--- src/design/lfu_replacement_policy_top_defines.svh ---
// Assertion macros used by the LFU replacement policy top level.
`ifndef LFU_REPLACEMENT_POLICY_TOP_DEFINES_SVH
`define LFU_REPLACEMENT_POLICY_TOP_DEFINES_SVH

// Same-cycle implication, sampled on clk, off during reset.
`define LFU_ASSERT_IMP(label, ante, cons, msg) \
    label: assert property (@(posedge clk) disable iff (!rst_n) (ante) |-> (cons)) \
        else $error(msg);

// Next-cycle implication, sampled on clk, off during reset.
`define LFU_ASSERT_NXT(label, ante, cons, msg) \
    label: assert property (@(posedge clk) disable iff (!rst_n) (ante) |=> (cons)) \
        else $error(msg);

`endif

--- src/design/lfu_pkg.sv ---
// Shared types, widths and codes for the LFU replacement policy.
package lfu_pkg;

    localparam int SLOTS     = 16;
    localparam int FREQ_BITS = 8;

    localparam int SLOT_W    = (SLOTS > 1) ? $clog2(SLOTS) : 1;
    localparam int RANK_W    = SLOT_W;
    localparam int SLOT_IN_W = 4;
    localparam int CMD_W     = 3;
    localparam int STAT_W    = 2;
    localparam int TOTAL_W   = 32;

    localparam logic [FREQ_BITS-1:0] FREQ_MAX  = {FREQ_BITS{1'b1}};
    localparam logic [SLOT_W-1:0]    LAST_SLOT = SLOT_W'(SLOTS - 1);

    // command codes
    localparam logic [CMD_W-1:0] CMD_INSERT = 3'd0;
    localparam logic [CMD_W-1:0] CMD_ACCESS = 3'd1;
    localparam logic [CMD_W-1:0] CMD_REMOVE = 3'd2;
    localparam logic [CMD_W-1:0] CMD_EVICT  = 3'd3;
    localparam logic [CMD_W-1:0] CMD_CLEAR  = 3'd4;

    // status codes
    localparam logic [STAT_W-1:0] STAT_OK      = 2'd0;
    localparam logic [STAT_W-1:0] STAT_PRESENT = 2'd1;
    localparam logic [STAT_W-1:0] STAT_MISSING = 2'd2;
    localparam logic [STAT_W-1:0] STAT_EMPTY   = 2'd3;

    // rank update modes for the update pass
    localparam logic [1:0] MODE_INC_ALL = 2'd0;
    localparam logic [1:0] MODE_INC_LT  = 2'd1;
    localparam logic [1:0] MODE_DEC_GT  = 2'd2;

    typedef struct packed {
        logic                 valid;
        logic [FREQ_BITS-1:0] freq;
        logic [RANK_W-1:0]    rank;
    } lfu_entry_t;

    typedef struct packed {
        logic              en;
        logic [SLOT_W-1:0] addr;
        lfu_entry_t        data;
    } lfu_wr_t;

    typedef struct packed {
        logic              found;
        logic [SLOT_W-1:0] idx;
        logic [RANK_W-1:0] rank;
    } lfu_best_t;

endpackage

--- src/design/lfu_table.sv ---
// Per-slot state: valid bits, use frequencies and recency ranks.
module lfu_table (
    input  logic               clk,
    input  logic               rst_n,
    input  logic               clr,
    input  lfu_pkg::lfu_wr_t   wr,
    input  logic [lfu_pkg::SLOT_W-1:0] rd_addr,
    output lfu_pkg::lfu_entry_t rd_data
);
    import lfu_pkg::*;

    logic [SLOTS-1:0]     valid_reg;
    logic [FREQ_BITS-1:0] freq_reg [SLOTS];
    logic [RANK_W-1:0]    rank_reg [SLOTS];

    always_ff @(posedge clk or negedge rst_n)
    begin
        if (!rst_n)
        begin
            valid_reg <= '0;
        end
        else if (clr)
        begin
            valid_reg <= '0;
        end
        else if (wr.en)
        begin
            valid_reg[wr.addr] <= wr.data.valid;
        end
    end

    // payload, no reset: only read behind a valid bit
    always_ff @(posedge clk)
    begin
        if (wr.en)
        begin
            freq_reg[wr.addr] <= wr.data.freq;
            rank_reg[wr.addr] <= wr.data.rank;
        end
    end

    assign rd_data.valid = valid_reg[rd_addr];
    assign rd_data.freq  = freq_reg[rd_addr];
    assign rd_data.rank  = rank_reg[rd_addr];

endmodule

--- src/design/lfu_cmp.sv ---
// Eviction compare unit: keeps the lowest-frequency, oldest valid slot seen.
module lfu_cmp (
    input  logic                        clk,
    input  logic                        rst_n,
    input  logic                        clr,
    input  logic                        en,
    input  logic [lfu_pkg::SLOT_W-1:0]  cand_idx,
    input  lfu_pkg::lfu_entry_t         cand,
    output lfu_pkg::lfu_best_t          best
);
    import lfu_pkg::*;

    logic                 found_reg, found_next;
    logic [SLOT_W-1:0]    idx_reg, idx_next;
    logic [FREQ_BITS-1:0] freq_reg, freq_next;
    logic [RANK_W-1:0]    rank_reg, rank_next;
    logic                 better;

    // lower frequency wins; equal frequency goes to the older rank
    assign better = cand.valid &&
                    (!found_reg || (cand.freq < freq_reg) ||
                     ((cand.freq == freq_reg) && (cand.rank > rank_reg)));

    always_comb
    begin
        found_next = found_reg;
        idx_next   = idx_reg;
        freq_next  = freq_reg;
        rank_next  = rank_reg;
        if (clr)
        begin
            found_next = 1'b0;
        end
        else if (en && better)
        begin
            found_next = 1'b1;
            idx_next   = cand_idx;
            freq_next  = cand.freq;
            rank_next  = cand.rank;
        end
    end

    always_ff @(posedge clk or negedge rst_n)
    begin
        if (!rst_n)
        begin
            found_reg <= 1'b0;
        end
        else
        begin
            found_reg <= found_next;
        end
    end

    always_ff @(posedge clk)
    begin
        idx_reg  <= idx_next;
        freq_reg <= freq_next;
        rank_reg <= rank_next;
    end

    assign best.found = found_reg;
    assign best.idx   = idx_reg;
    assign best.rank  = rank_reg;

endmodule

--- src/design/lfu_replacement_policy_top.sv ---
// Top level of the LFU replacement policy: command sequencer and result port.
//
// Channel  | Dir | Handshake         | Payload
// ---------+-----+-------------------+------------------------------------
// command  | in  | start & !busy     | cmd[2:0], slot[3:0]
// result   | out | done (1 cycle)    | status[1:0], victim_slot[3:0],
//          |     |                   | eviction_total[31:0]
//
// A transaction is taken on a clock edge with start high and busy low.
// Busy states per command, set by the single read port of the slot table
// walked one slot a cycle (SLOTS = 16):
//   insert into a free slot, access or remove hit: load, rank pass, finish;
//   miss, duplicate, clear, unknown: load only; evict on an empty set: load,
//   scan, select; evict: load, scan, select, rank pass, finish.
// The result shows in the cycle in which busy falls, with done high for exactly
// one cycle; a new command may be taken in that same cycle.
// The receiver cannot stall the result. Reset (rst_n low, async) empties
// all slots and zeroes the eviction count.
`include "lfu_replacement_policy_top_defines.svh"

module lfu_replacement_policy_top (
    input  logic                          clk,
    input  logic                          rst_n,
    input  logic                          start,
    input  logic [lfu_pkg::CMD_W-1:0]     cmd,
    input  logic [lfu_pkg::SLOT_IN_W-1:0] slot,
    output logic                          busy,
    output logic                          done,
    output logic [lfu_pkg::STAT_W-1:0]    status,
    output logic [lfu_pkg::SLOT_IN_W-1:0] victim_slot,
    output logic [lfu_pkg::TOTAL_W-1:0]   eviction_total
);
    import lfu_pkg::*;

    // sequencer states
    localparam logic [2:0] ST_IDLE  = 3'd0;
    localparam logic [2:0] ST_LOAD  = 3'd1;  // read the command's slot
    localparam logic [2:0] ST_SCAN  = 3'd2;  // evict: find the victim
    localparam logic [2:0] ST_EVSEL = 3'd3;  // evict: take the scan result
    localparam logic [2:0] ST_PASS  = 3'd4;  // rank update over all slots
    localparam logic [2:0] ST_FIN   = 3'd5;  // write the target slot

    logic [2:0]           state_reg, state_next;
    logic [CMD_W-1:0]     cmd_reg, cmd_next;
    logic [SLOT_IN_W-1:0] slot_reg, slot_next;
    logic [SLOT_W-1:0]    idx_reg, idx_next;
    logic [1:0]           mode_reg, mode_next;
    logic [SLOT_W-1:0]    target_reg, target_next;
    logic [RANK_W-1:0]    old_rank_reg, old_rank_next;
    logic [FREQ_BITS-1:0] tgt_freq_reg, tgt_freq_next;
    logic [TOTAL_W-1:0]   counter_reg, counter_next;
    logic                 done_reg, done_next;
    logic [STAT_W-1:0]    status_reg, status_next;
    logic [SLOT_IN_W-1:0] victim_reg, victim_next;

    logic [SLOT_W-1:0]    rd_addr;
    lfu_entry_t           rd_data;
    lfu_wr_t              wr;
    logic                 tbl_clr;
    logic                 cmp_clr;
    logic                 cmp_en;
    lfu_best_t            best;
    logic                 in_range;
    logic                 hit;
    logic                 accept;
    logic                 adjust;
    logic [RANK_W-1:0]    new_rank;
    logic [FREQ_BITS-1:0] freq_bump;

    assign accept   = start && !busy;
    assign in_range = 32'(slot_reg) < 32'(SLOTS);
    assign hit      = in_range && rd_data.valid;
    // one table read port: the command's slot during load, the walk otherwise
    assign rd_addr  = (state_reg == ST_LOAD) ? SLOT_W'(slot_reg) : idx_reg;

    // rank move for the slot under the walk
    always_comb
    begin
        adjust   = 1'b0;
        new_rank = rd_data.rank;
        case (mode_reg)
            MODE_INC_ALL:
            begin
                adjust   = 1'b1;
                new_rank = rd_data.rank + RANK_W'(1);
            end
            MODE_INC_LT:
            begin
                adjust   = rd_data.rank < old_rank_reg;
                new_rank = rd_data.rank + RANK_W'(1);
            end
            MODE_DEC_GT:
            begin
                adjust   = rd_data.rank > old_rank_reg;
                new_rank = rd_data.rank - RANK_W'(1);
            end
            default:
            begin
                adjust = 1'b0;
            end
        endcase
    end

    assign freq_bump = (tgt_freq_reg == FREQ_MAX) ? tgt_freq_reg
                                                  : tgt_freq_reg + FREQ_BITS'(1);

    always_comb
    begin
        state_next    = state_reg;
        cmd_next      = cmd_reg;
        slot_next     = slot_reg;
        idx_next      = idx_reg;
        mode_next     = mode_reg;
        target_next   = target_reg;
        old_rank_next = old_rank_reg;
        tgt_freq_next = tgt_freq_reg;
        counter_next  = counter_reg;
        done_next     = 1'b0;
        status_next   = status_reg;
        victim_next   = victim_reg;
        tbl_clr       = 1'b0;
        cmp_clr       = 1'b0;
        cmp_en        = 1'b0;
        wr            = '0;

        unique case (state_reg)
            ST_IDLE:
            begin
                if (accept)
                begin
                    cmd_next   = cmd;
                    slot_next  = slot;
                    state_next = ST_LOAD;
                end
            end
            ST_LOAD:
            begin
                cmp_clr       = 1'b1;
                idx_next      = '0;
                target_next   = SLOT_W'(slot_reg);
                old_rank_next = rd_data.rank;
                tgt_freq_next = rd_data.freq;
                status_next   = STAT_OK;
                victim_next   = '0;
                unique case (cmd_reg) inside
                    CMD_INSERT:
                    begin
                        if (!in_range || rd_data.valid)
                        begin
                            status_next = in_range ? STAT_PRESENT : STAT_MISSING;
                            done_next   = 1'b1;
                            state_next  = ST_IDLE;
                        end
                        else
                        begin
                            mode_next  = MODE_INC_ALL;
                            state_next = ST_PASS;
                        end
                    end
                    CMD_ACCESS, CMD_REMOVE:
                    begin
                        if (!hit)
                        begin
                            status_next = STAT_MISSING;
                            done_next   = 1'b1;
                            state_next  = ST_IDLE;
                        end
                        else
                        begin
                            mode_next  = (cmd_reg == CMD_ACCESS) ? MODE_INC_LT
                                                                 : MODE_DEC_GT;
                            state_next = ST_PASS;
                        end
                    end
                    CMD_EVICT:
                    begin
                        state_next = ST_SCAN;
                    end
                    CMD_CLEAR:
                    begin
                        tbl_clr      = 1'b1;
                        counter_next = '0;
                        done_next    = 1'b1;
                        state_next   = ST_IDLE;
                    end
                    default:
                    begin
                        done_next  = 1'b1;
                        state_next = ST_IDLE;
                    end
                endcase
            end
            ST_SCAN:
            begin
                cmp_en   = 1'b1;
                idx_next = idx_reg + SLOT_W'(1);
                if (idx_reg == LAST_SLOT)
                begin
                    idx_next   = '0;
                    state_next = ST_EVSEL;
                end
            end
            ST_EVSEL:
            begin
                if (!best.found)
                begin
                    status_next = STAT_EMPTY;
                    done_next   = 1'b1;
                    state_next  = ST_IDLE;
                end
                else
                begin
                    target_next   = best.idx;
                    old_rank_next = best.rank;
                    mode_next     = MODE_DEC_GT;
                    state_next    = ST_PASS;
                end
            end
            ST_PASS:
            begin
                wr.en        = rd_data.valid && (idx_reg != target_reg) && adjust;
                wr.addr      = idx_reg;
                wr.data      = rd_data;
                wr.data.rank = new_rank;
                idx_next     = idx_reg + SLOT_W'(1);
                if (idx_reg == LAST_SLOT)
                begin
                    idx_next   = '0;
                    state_next = ST_FIN;
                end
            end
            ST_FIN:
            begin
                wr.en      = 1'b1;
                wr.addr    = target_reg;
                wr.data    = '0;
                unique case (cmd_reg)
                    CMD_INSERT:
                    begin
                        wr.data.valid = 1'b1;
                        wr.data.freq  = FREQ_BITS'(1);
                    end
                    CMD_ACCESS:
                    begin
                        wr.data.valid = 1'b1;
                        wr.data.freq  = freq_bump;
                    end
                    CMD_EVICT:
                    begin
                        counter_next = counter_reg + TOTAL_W'(1);
                        victim_next  = SLOT_IN_W'(target_reg);
                    end
                    default:
                    begin
                        wr.data.valid = 1'b0;
                    end
                endcase
                done_next  = 1'b1;
                state_next = ST_IDLE;
            end
            default:
            begin
                state_next = ST_IDLE;
            end
        endcase
    end

    always_ff @(posedge clk or negedge rst_n)
    begin
        if (!rst_n)
        begin
            state_reg   <= ST_IDLE;
            idx_reg     <= '0;
            counter_reg <= '0;
            done_reg    <= 1'b0;
            status_reg  <= STAT_OK;
            victim_reg  <= '0;
        end
        else
        begin
            state_reg   <= state_next;
            idx_reg     <= idx_next;
            counter_reg <= counter_next;
            done_reg    <= done_next;
            status_reg  <= status_next;
            victim_reg  <= victim_next;
        end
    end

    // command payload and per-transaction scratch
    always_ff @(posedge clk)
    begin
        cmd_reg      <= cmd_next;
        slot_reg     <= slot_next;
        mode_reg     <= mode_next;
        target_reg   <= target_next;
        old_rank_reg <= old_rank_next;
        tgt_freq_reg <= tgt_freq_next;
    end

    lfu_table u_table (
        .clk     (clk),
        .rst_n   (rst_n),
        .clr     (tbl_clr),
        .wr      (wr),
        .rd_addr (rd_addr),
        .rd_data (rd_data)
    );

    lfu_cmp u_cmp (
        .clk      (clk),
        .rst_n    (rst_n),
        .clr      (cmp_clr),
        .en       (cmp_en),
        .cand_idx (idx_reg),
        .cand     (rd_data),
        .best     (best)
    );

    assign busy           = (state_reg != ST_IDLE);
    assign done           = done_reg;
    assign status         = status_reg;
    assign victim_slot    = victim_reg;
    assign eviction_total = counter_reg;

    // result strobe only ever lands with the sequencer back at idle
    `LFU_ASSERT_IMP(a_done_idle, done_reg, state_reg == ST_IDLE, "result while busy")
    // strobe lasts one cycle
    `LFU_ASSERT_NXT(a_done_pulse, done_reg, !done_reg, "result strobe longer than one cycle")
    // a taken command always starts with the slot read
    `LFU_ASSERT_NXT(a_accept_load, accept, state_reg == ST_LOAD, "command not loaded")
    // only a successful evict reports a victim
    `LFU_ASSERT_IMP(a_victim_ok, done_reg && (status_reg != STAT_OK), victim_reg == '0,
                    "victim reported on a failed command")

endmodule

--- config.mk ---
export PLATFORM = sky130hd
export DESIGN_NAME = lfu_replacement_policy_top
export DESIGN_NICKNAME = d
export VERILOG_FILES = /design/src/design/lfu_pkg.sv /design/src/design/lfu_table.sv /design/src/design/lfu_cmp.sv /design/src/design/lfu_replacement_policy_top.sv
export VERILOG_INCLUDE_DIRS = /design/src /design/src/design
export SDC_FILE = /design/constraint.sdc
export NUM_CORES = 1
export LEC_CHECK = 0
export BUFFER_PORTS_ARGS = -buffer_cell sky130_fd_sc_hd__buf_4
export CAP_MARGIN = 20
export CORE_MARGIN = 2
export CORE_UTILIZATION = 60
export CTS_BUF_LIST = sky130_fd_sc_hd__clkbuf_16
export CTS_CLUSTER_DIAMETER = 30
export DETAILED_ROUTE_END_ITERATION = 10
export GPL_ROUTABILITY_DRIVEN = 0
export PLACE_DENSITY = 0.79
export SYNTH_ARGS = -nofsm -noshare
export SYNTH_HDL_FRONTEND = slang
export SYNTH_HIERARCHICAL = 1
export SYNTH_SLANG_ARGS = --single-unit
--- constraint.sdc ---
create_clock -name clk -period 7 [get_ports clk]
set_input_delay 1.4 -clock clk [delete_from_list [all_inputs] [get_ports clk]]
set_output_delay 1.4 -clock clk [all_outputs]
set_load 0.05 [all_outputs]
==> out/qor.csv, run 1 <==
metric;value;unit
status;finished, final reports clean;
vias;8527;
async_flop_share;21.28;%
ys_ff_latch;296;
rsz0062_at_grt;false;
period_minus_slack;6.333;ns
worstPathArrival;6.58;ns
layout.cells.most_common;edfxtp_1;
fin_tns_setup;0;ns
antenna_found_initial;1;
min_from;victim_slot[0]$_DFFE_PN0P_;
crit_path_end_kind;flip-flop;
ys_warn_count;6;
start_util;60.66;%
vias_per_cell;6.426;
synthCells;906;
cts-root-buf;clkbuf_16;
grt_pass1_vias;8578;
die_area;0.02313;mm2
fin_hold_ws;0.4799;ns
finalSetupViolCount;0;
slew_headroom;31.22;%
path_class;reg2reg;
routed_wl;31000;um
most-common-layout-cells;edfxtp_1, buf_4, nand2_1;
powerDensity;459.3;mW/mm2
largest_reg_flops;128;
ys.flop_type;edfxtp_1;
cts.htree.levels;2;
cts_buffers;54;
p_leak;5.935;nW
drv_slew;0;
overflow;0;
dp_hpwl;18270;um
r2r_end;u_table/rank_reg[7][2]$_DFFE_PP_;
areaGrowthSynthToFinish;20.56;%
clock_skew;0.02630;ns
wl_per_cell;23.36;um
die_x;152.1;um
ios;50;
hold_path.class;reg2reg;
whs_path_depth;2;
grt_use_total;27.05;%
insertion_delay;0.56;ns
dr.pass1.iters;7;
start_kind;flip-flop;
r2r_start;state_reg[0]$_DFFE_PN0P_;
drtAntennaViolNets;0;
grt_max_degree;64;
hold_viol_final;0;
syn_nets;938;
numPortBuffers;49;
die_h;152.1;um
antenna_cells;0;
path_clk_slew;0.05;ns
cts_setup_buffers;0;
cp.required;7.25;ns
worst_pin_slew;1.028;ns
cap_viol_max_count;0;
cts_tree;built;
ys_types;60;
whs_endpoint;victim_slot[0]$_DFFE_PN0P_;
nets;1034;
fin_crit_sh;90.47;%
stdcell_count;1327;
avgSynthCellArea;14.52;um2
reg2reg_setup_slack;0.67;ns
irDropWorstVdd;0.0003062;V
cp_max_fo;34;
drive_gt1_share;22.16;%
cts.sinks;296;
reg2reg_depth;17;
drc;0;
netlist_area;0.01316;mm2
drt_iter0_markers;754;
core-area;0.02169;mm2
fmax;157.9;MHz
seq_area_frac_synth;65.16;%
grt_pass1_wl;48640;um
clk_path_buf_depth;3;
post-place-cells;1224;
final_core_util;73.13;%
rows;54;
synth-edff-count;233;
report_power, final:
part | switching [mW] | internal [mW]
clock | 0.932 | 1.77
combinational | 1.39 | 0.884
sequential | 0.136 | 2.18
total | 2.45 | 4.83
worst max-delay path by stage:
stage / start / end / slack [ns]
6_report: state_reg[0]$_DFFE_PN0P_ / u_table/rank_reg[7][2]$_DFFE_PP_ / 0.67
5_1_grt: state_reg[0]$_DFFE_PN0P_ / u_table/rank_reg[6][2]$_DFFE_PP_ / 0.15
4_1_cts: state_reg[0]$_DFFE_PN0P_ / u_table/rank_reg[7][2]$_DFFE_PP_ / 0.43
3_5_place_dp: state_reg[0]$_DFFE_PN0P_ / u_table/freq_reg[7][4]$_DFFE_PP_ / 0.52
3_3_place_gp: state_reg[0]$_DFFE_PN0P_ / u_table/freq_reg[6][1]$_DFFE_PP_ / 0.76
2_1_floorplan: state_reg[2]$_DFFE_PN0P_ / u_table/freq_reg[4][0]$_DFFE_PP_ / 1.91
critical path: stages, from the launching register on:
cell and delay, ns:
dfrtp_1 0.73, nand3_1 0.44, inv_2 0.41, nand2_1 0.16
nand2_4 0.51, mux4_1 0.68, a22oi_1 0.27, nand2_1 0.27
inv_1 0.18, ha_1 0.16, inv_1 0.04, a21oi_1 0.10
o21ai_0 0.12, and2_1 0.19, o32ai_2 0.46, nand3_1 0.40
nor2_1 0.60, buf_4 0.28
synthesized netlist by cell type (all sizes together), types with 6 or more instances:
| cell type | count | area share [%] |
|---|---|---|
| and2 | 6 | 0.29 |
| a22oi | 27 | 1.5 |
| clkbuf | 30 | 0.86 |
| xnor2 | 24 | 1.6 |
| dfrtp | 63 | 12 |
| ha | 21 | 2.0 |
| edfxtp | 233 | 53 |
| nand2 | 72 | 2.1 |
| mux2i | 9 | 0.68 |
| nor2 | 62 | 1.8 |
| nand4 | 19 | 0.90 |
| nand3 | 35 | 1.4 |
| inv | 26 | 0.74 |
| a21oi | 44 | 1.7 |
| nand2b | 10 | 0.48 |
| buf | 16 | 0.86 |
| mux2 | 10 | 0.86 |
| mux4 | 52 | 9.6 |
| or3 | 12 | 0.57 |
| and4 | 6 | 0.40 |
| nor3 | 12 | 0.46 |
| and3 | 8 | 0.38 |
| o21ai | 47 | 1.8 |
| nor2b | 10 | 0.53 |
area by class of cell:
type | instances | area [um2]
multi-input combinational | 538 | 4278
sequential | 296 | 8573
timing repair buffer | 86 | 645.6
inverter | 26 | 97.59
tap | 280 | 350.3
fill | 1310 | 5827
clock buffer | 56 | 1401
clock inverter | 45 | 515.5
routing by layer:
layer  vias up  share of wire, %  GRT usage (%)
met5         -             0.035              0
li1       3715                 -              -
met4         2               2.7          9.835
met3        87               8.7          6.418
met1      4290                40          36.95
met2       433                49          43.20
metrics by stage:
step           power (mW)  setup slack [ns]  area [um2]
3_3_place_gp        4.444            0.7558       13910
5_1_grt             7.594            0.1529       15860
4_1_cts             7.276            0.4304       15840
6_report            7.285            0.6674       15860
2_1_floorplan       3.913             1.910       13160
3_5_place_dp        4.503            0.5157       13920
cell families (layout without fill, tap and decap cells):
logic type      Yosys count  after routing  synth area share (%)
flops                   296            296                 65.16
simple gates            273            273                 10.46
mux                      71             71                 11.13
buf+inv                  72            213                 2.454
xor+xnor                 29             29                 1.931
compound gates          142            142                 6.638
fa+ha+maj                23             23                 2.225
repair_timing:
item                                    in CTS  in global routing
hold buffers                                 0                  0
gates resized for setup                      0                  1
endpoints found under the setup margin       0                 35
Power figures use the tool's default switching activity.
==> inputs of run 2 (changes only) <==
Settings changed: CTS_CLUSTER_SIZE set to 14, MAX_ROUTING_LAYER set to met4.
==> out/qor.csv, run 2 (synthesis gave the netlist of run 1 again) <==
metric;value;unit
grt_pass1_vias;8562;
antenna_found_initial;1;
hold_buffers;0;
layout.cells.most_common;edfxtp_1;
start_util;60.66;%
largest_reg_flops;128;
period_minus_slack;6.334;ns
cts_tree;built;
cp_max_fo;34;
die_h;152.1;um
clk_path_buf_depth;3;
grt_pass1_wl;48680;um
cap_viol_max_count;0;
numPortBuffers;49;
rows;54;
reg2reg_depth;17;
most-common-layout-cells;edfxtp_1, buf_4, nand2_1;
fin_crit_sh;90.49;%
drc;0;
slew_headroom;28.33;%
grt_use_total;27.92;%
post-place-cells;1224;
drt_iter0_markers;820;
die_area;0.02313;mm2
post-place-ws;0.5157;ns
finalSetupViolCount;0;
nets;1034;
irDropWorstVdd;0.0003060;V
p_leak;5.935;nW
status;finished, final reports clean;
finalPower;7.287;mW
reg2reg_setup_slack;0.67;ns
cts_resized;0;
drv_slew;0;
clock_skew;0.02726;ns
dr.pass1.iters;7;
start_kind;flip-flop;
crit_path_end_kind;flip-flop;
cp.required;7.25;ns
cts.htree.levels;2;
insertion_delay;0.56;ns
overflow;0;
worst_pin_slew;1.071;ns
die_x;152.1;um
postPlaceCellArea;0.01392;mm2
cts_setup_buffers;0;
cts_buffers;54;
whs_endpoint;victim_slot[0]$_DFFE_PN0P_;
r2r_end;u_table/rank_reg[7][2]$_DFFE_PP_;
fin_hold_ws;0.4807;ns
core-area;0.02169;mm2
areaGrowthSynthToFinish;20.58;%
layout_setup_ws;0.6656;ns
path_clk_slew;0.05;ns
drive_gt1_share;22.16;%
nFillCells;1309;
worstPathArrival;6.58;ns
routed_wl;31070;um
path_class;reg2reg;
min_from;victim_slot[0]$_DFFE_PN0P_;
fmax;157.9;MHz
wl_per_cell;23.40;um
cts-root-buf;clkbuf_16;
cts.sinks;296;
final_core_util;73.15;%
hold_path.class;reg2reg;
finalInstanceArea;0.01586;mm2
drtAntennaViolNets;0;
dp_hpwl;18270;um
rsz0062_at_grt;false;
ios;50;
r2r_start;state_reg[0]$_DFFE_PN0P_;
vias_per_cell;6.432;
fin_tns_setup;0;ns
whs_path_depth;2;
vias;8542;
powerDensity;459.3;mW/mm2
stdcell_count;1328;
hold_viol_final;0;
grt_max_degree;64;
## run 2: worst max-delay path, stage by stage, from the launching register on
cell     delay (ns)
dfrtp_1        0.72
nand3_1        0.43
inv_2          0.42
nand2_1        0.16
nand2_4        0.51
mux4_1         0.69
a22oi_1        0.26
nand2_1        0.25
inv_1          0.18
ha_1           0.16
inv_1          0.04
a21oi_1        0.10
o21ai_0        0.11
and2_1         0.19
o32ai_2        0.48
nand3_1        0.41
nor2_1         0.59
buf_4          0.28
## run 2: worst max path at each step
stage	start	end	slack [ns]
6_report	state_reg[0]$_DFFE_PN0P_	u_table/rank_reg[7][2]$_DFFE_PP_	0.67
5_1_grt	state_reg[0]$_DFFE_PN0P_	u_table/rank_reg[6][2]$_DFFE_PP_	0.17
4_1_cts	state_reg[0]$_DFFE_PN0P_	u_table/rank_reg[7][2]$_DFFE_PP_	0.43
3_5_place_dp	state_reg[0]$_DFFE_PN0P_	u_table/freq_reg[7][4]$_DFFE_PP_	0.52
3_3_place_gp	state_reg[0]$_DFFE_PN0P_	u_table/freq_reg[6][1]$_DFFE_PP_	0.76
2_1_floorplan	state_reg[2]$_DFFE_PN0P_	u_table/freq_reg[4][0]$_DFFE_PP_	1.91
## run 2: area by class of cell
cell class	instances	area (um2)	share of cell area (%)
timing repair buffer	86	645.6	4.070
clock inverter	45	515.5	3.249
clock buffer	56	1401	8.833
tap	280	350.3	2.208
multi-input combinational	538	4278	26.97
antenna	1	2.502	0.01577
sequential	296	8573	54.04
inverter	26	97.59	0.6152
## run 2: power by group
group          leakage [nW]  switching [mW]  internal (mW)
registers              2.99           0.135           2.18
logic                  2.02            1.39          0.885
clock network         0.922           0.932           1.77
## run 2: per-layer routing
metal,global-route usage (%),wire length [um],up-vias
li1,-,-,3721
met1,37.03,12370,4258
met2,43.22,15200,478
met3,6.389,2666,85
met4,9.791,836,0
met5,-,0,-
==> inputs of run 3 (changes only) <==
Settings changed: CORE_UTILIZATION 60 to 28, PLACE_DENSITY 0.79 to unset.
==> out/qor.csv, run 3 (synthesis gave the netlist of run 1 again) <==
metric;value;unit
cts_tree;built;
postPlaceCellArea;0.01436;mm2
vias;8070;
register_area;0.008573;mm2
ios;50;
cts.sinks;296;
crit_path_top_delay_cell;o32ai_1;
vias_per_cell;4.829;
clk_path_buf_depth;3;
fin_crit_sh;86.75;%
grt_pass1_vias;8318;
rsz0062_at_grt;false;
nets;1043;
numPortBuffers;49;
irDropWorstVdd;0.0003089;V
final_core_util;35.51;%
hold_buffers;0;
drv_slew;0;
antenna_found_initial;0;
fmax;164.7;MHz
dp_hpwl;19420;um
worstPathArrival;6.37;ns
cp.required;7.30;ns
start_kind;flip-flop;
hold_viol_final;0;
most-common-layout-cells;edfxtp_1, buf_4, nand2_1;
fin_hold_ws;0.4926;ns
cp_max_fo;28;
hold_path.class;reg2reg;
core-area;0.04646;mm2
status;finished, final reports clean;
finalSetupViolCount;0;
crit_path_end_kind;flip-flop;
die_h;220.8;um
worst_pin_slew;1.116;ns
clock_skew;0.04573;ns
period_minus_slack;6.073;ns
wl_per_cell;18.05;um
fin_tns_setup;0;ns
grt_max_degree;64;
die_x;220.8;um
path_clk_slew;0.05;ns
drive_gt1_share;23.14;%
routed_wl;30160;um
dr.pass1.iters;5;
cts_buffers;61;
finalPower;7.423;mW
path_buf_inv;5;
cap_viol_max_count;0;
layout.cells.most_common;edfxtp_1;
largest_reg_flops;128;
wl_met2;14900;um
p_leak;6.059;nW
wl_met3;1200;um
cts_resized;0;
reg2reg_setup_slack;0.93;ns
insertion_delay;0.61;ns
nFillCells;4347;
areaGrowthSynthToFinish;25.40;%
crit_family;simple AND/OR/NAND/NOR gates;
routedLengthMet1;13730;um
dr.max_layer_used;met4;
grt_use_total;12.99;%
rows;79;
drc;0;
drt_iter0_markers;529;
slew_headroom;25.32;%
max_stage_delay;0.71;ns
overflow;0;
stdcell_count;1671;
finalInstanceArea;0.01650;mm2
cts_setup_buffers;0;
drtAntennaViolNets;0;
die_area;0.04874;mm2
start_util;28.32;%
post-place-cells;1555;
multi_input_comb_area;0.004270;mm2
grt_pass1_wl;47640;um
powerDensity;449.9;mW/mm2
cts-root-buf;clkbuf_16;
worstPathCellList;inv_2 > nand3_1 > inv_2 > nand2_1 > nand2_4 > mux4_1 > a22oi_1 > nand2_1 > inv_1 > ha_1 > inv_1 > a21oi_1 > o21ai_0 > and2_1 > o32ai_1 > nand3b_1 > nor2_1 > buf_4;
path_class;reg2reg;
layout_setup_ws;0.9272;ns
cts.htree.levels;2;
post-place-ws;0.9503;ns
==> run 3: path summary, 6_finish.rpt <==
check / from / end / depth (start not counted)
max in group asynchronous: rst_n / done$_DFF_PN0_ / 1
worst max-delay path: state_reg[2]$_DFFE_PN0P_ / u_table/freq_reg[5][2]$_DFFE_PP_ / 18
worst max register to register: state_reg[2]$_DFFE_PN0P_ / u_table/freq_reg[5][2]$_DFFE_PP_ / 18
worst min register to register: victim_slot[1]$_DFFE_PN0P_ / victim_slot[1]$_DFFE_PN0P_ / 2
min in group asynchronous: rst_n / eviction_total[14]$_DFFE_PN0P_ / 1
worst min-delay path: victim_slot[1]$_DFFE_PN0P_ / victim_slot[1]$_DFFE_PN0P_ / 2
==> run 3: area by class of cell <==
cell class / count / area share (%)
antenna: 1 / 0.01517
clock buffer: 61 / 9.252
clock inverter: 54 / 3.686
inverter: 26 / 0.5915
multi-input combinational: 538 / 25.88
sequential: 296 / 51.96
tap: 607 / 4.603
timing repair buffer: 88 / 4.004
==> run 3: where the power goes <==
group / switching [mW] / internal [mW] / total, mW
Combinational: 1.33 / 0.873 / 2.21
Sequential: 0.123 / 2.18 / 2.30
Clock: 1.05 / 1.87 / 2.91
==> run 3: metal layers <==
layer	track usage, %	up-vias
met5	-	-
met2	21.32	166
met3	2.405	28
li1	-	3737
met4	3.244	0
met1	16.61	4139
==> run 3: worst register-to-register path, stage by stage, from the launching register on <==
cell	delay, ns
dfrtp_1	0.57
inv_2	0.22
nand3_1	0.31
inv_2	0.40
nand2_1	0.16
nand2_4	0.41
mux4_1	0.65
a22oi_1	0.29
nand2_1	0.22
inv_1	0.15
ha_1	0.15
inv_1	0.04
a21oi_1	0.12
o21ai_0	0.12
and2_1	0.17
o32ai_1	0.71
nand3b_1	0.44
nor2_1	0.39
buf_4	0.27
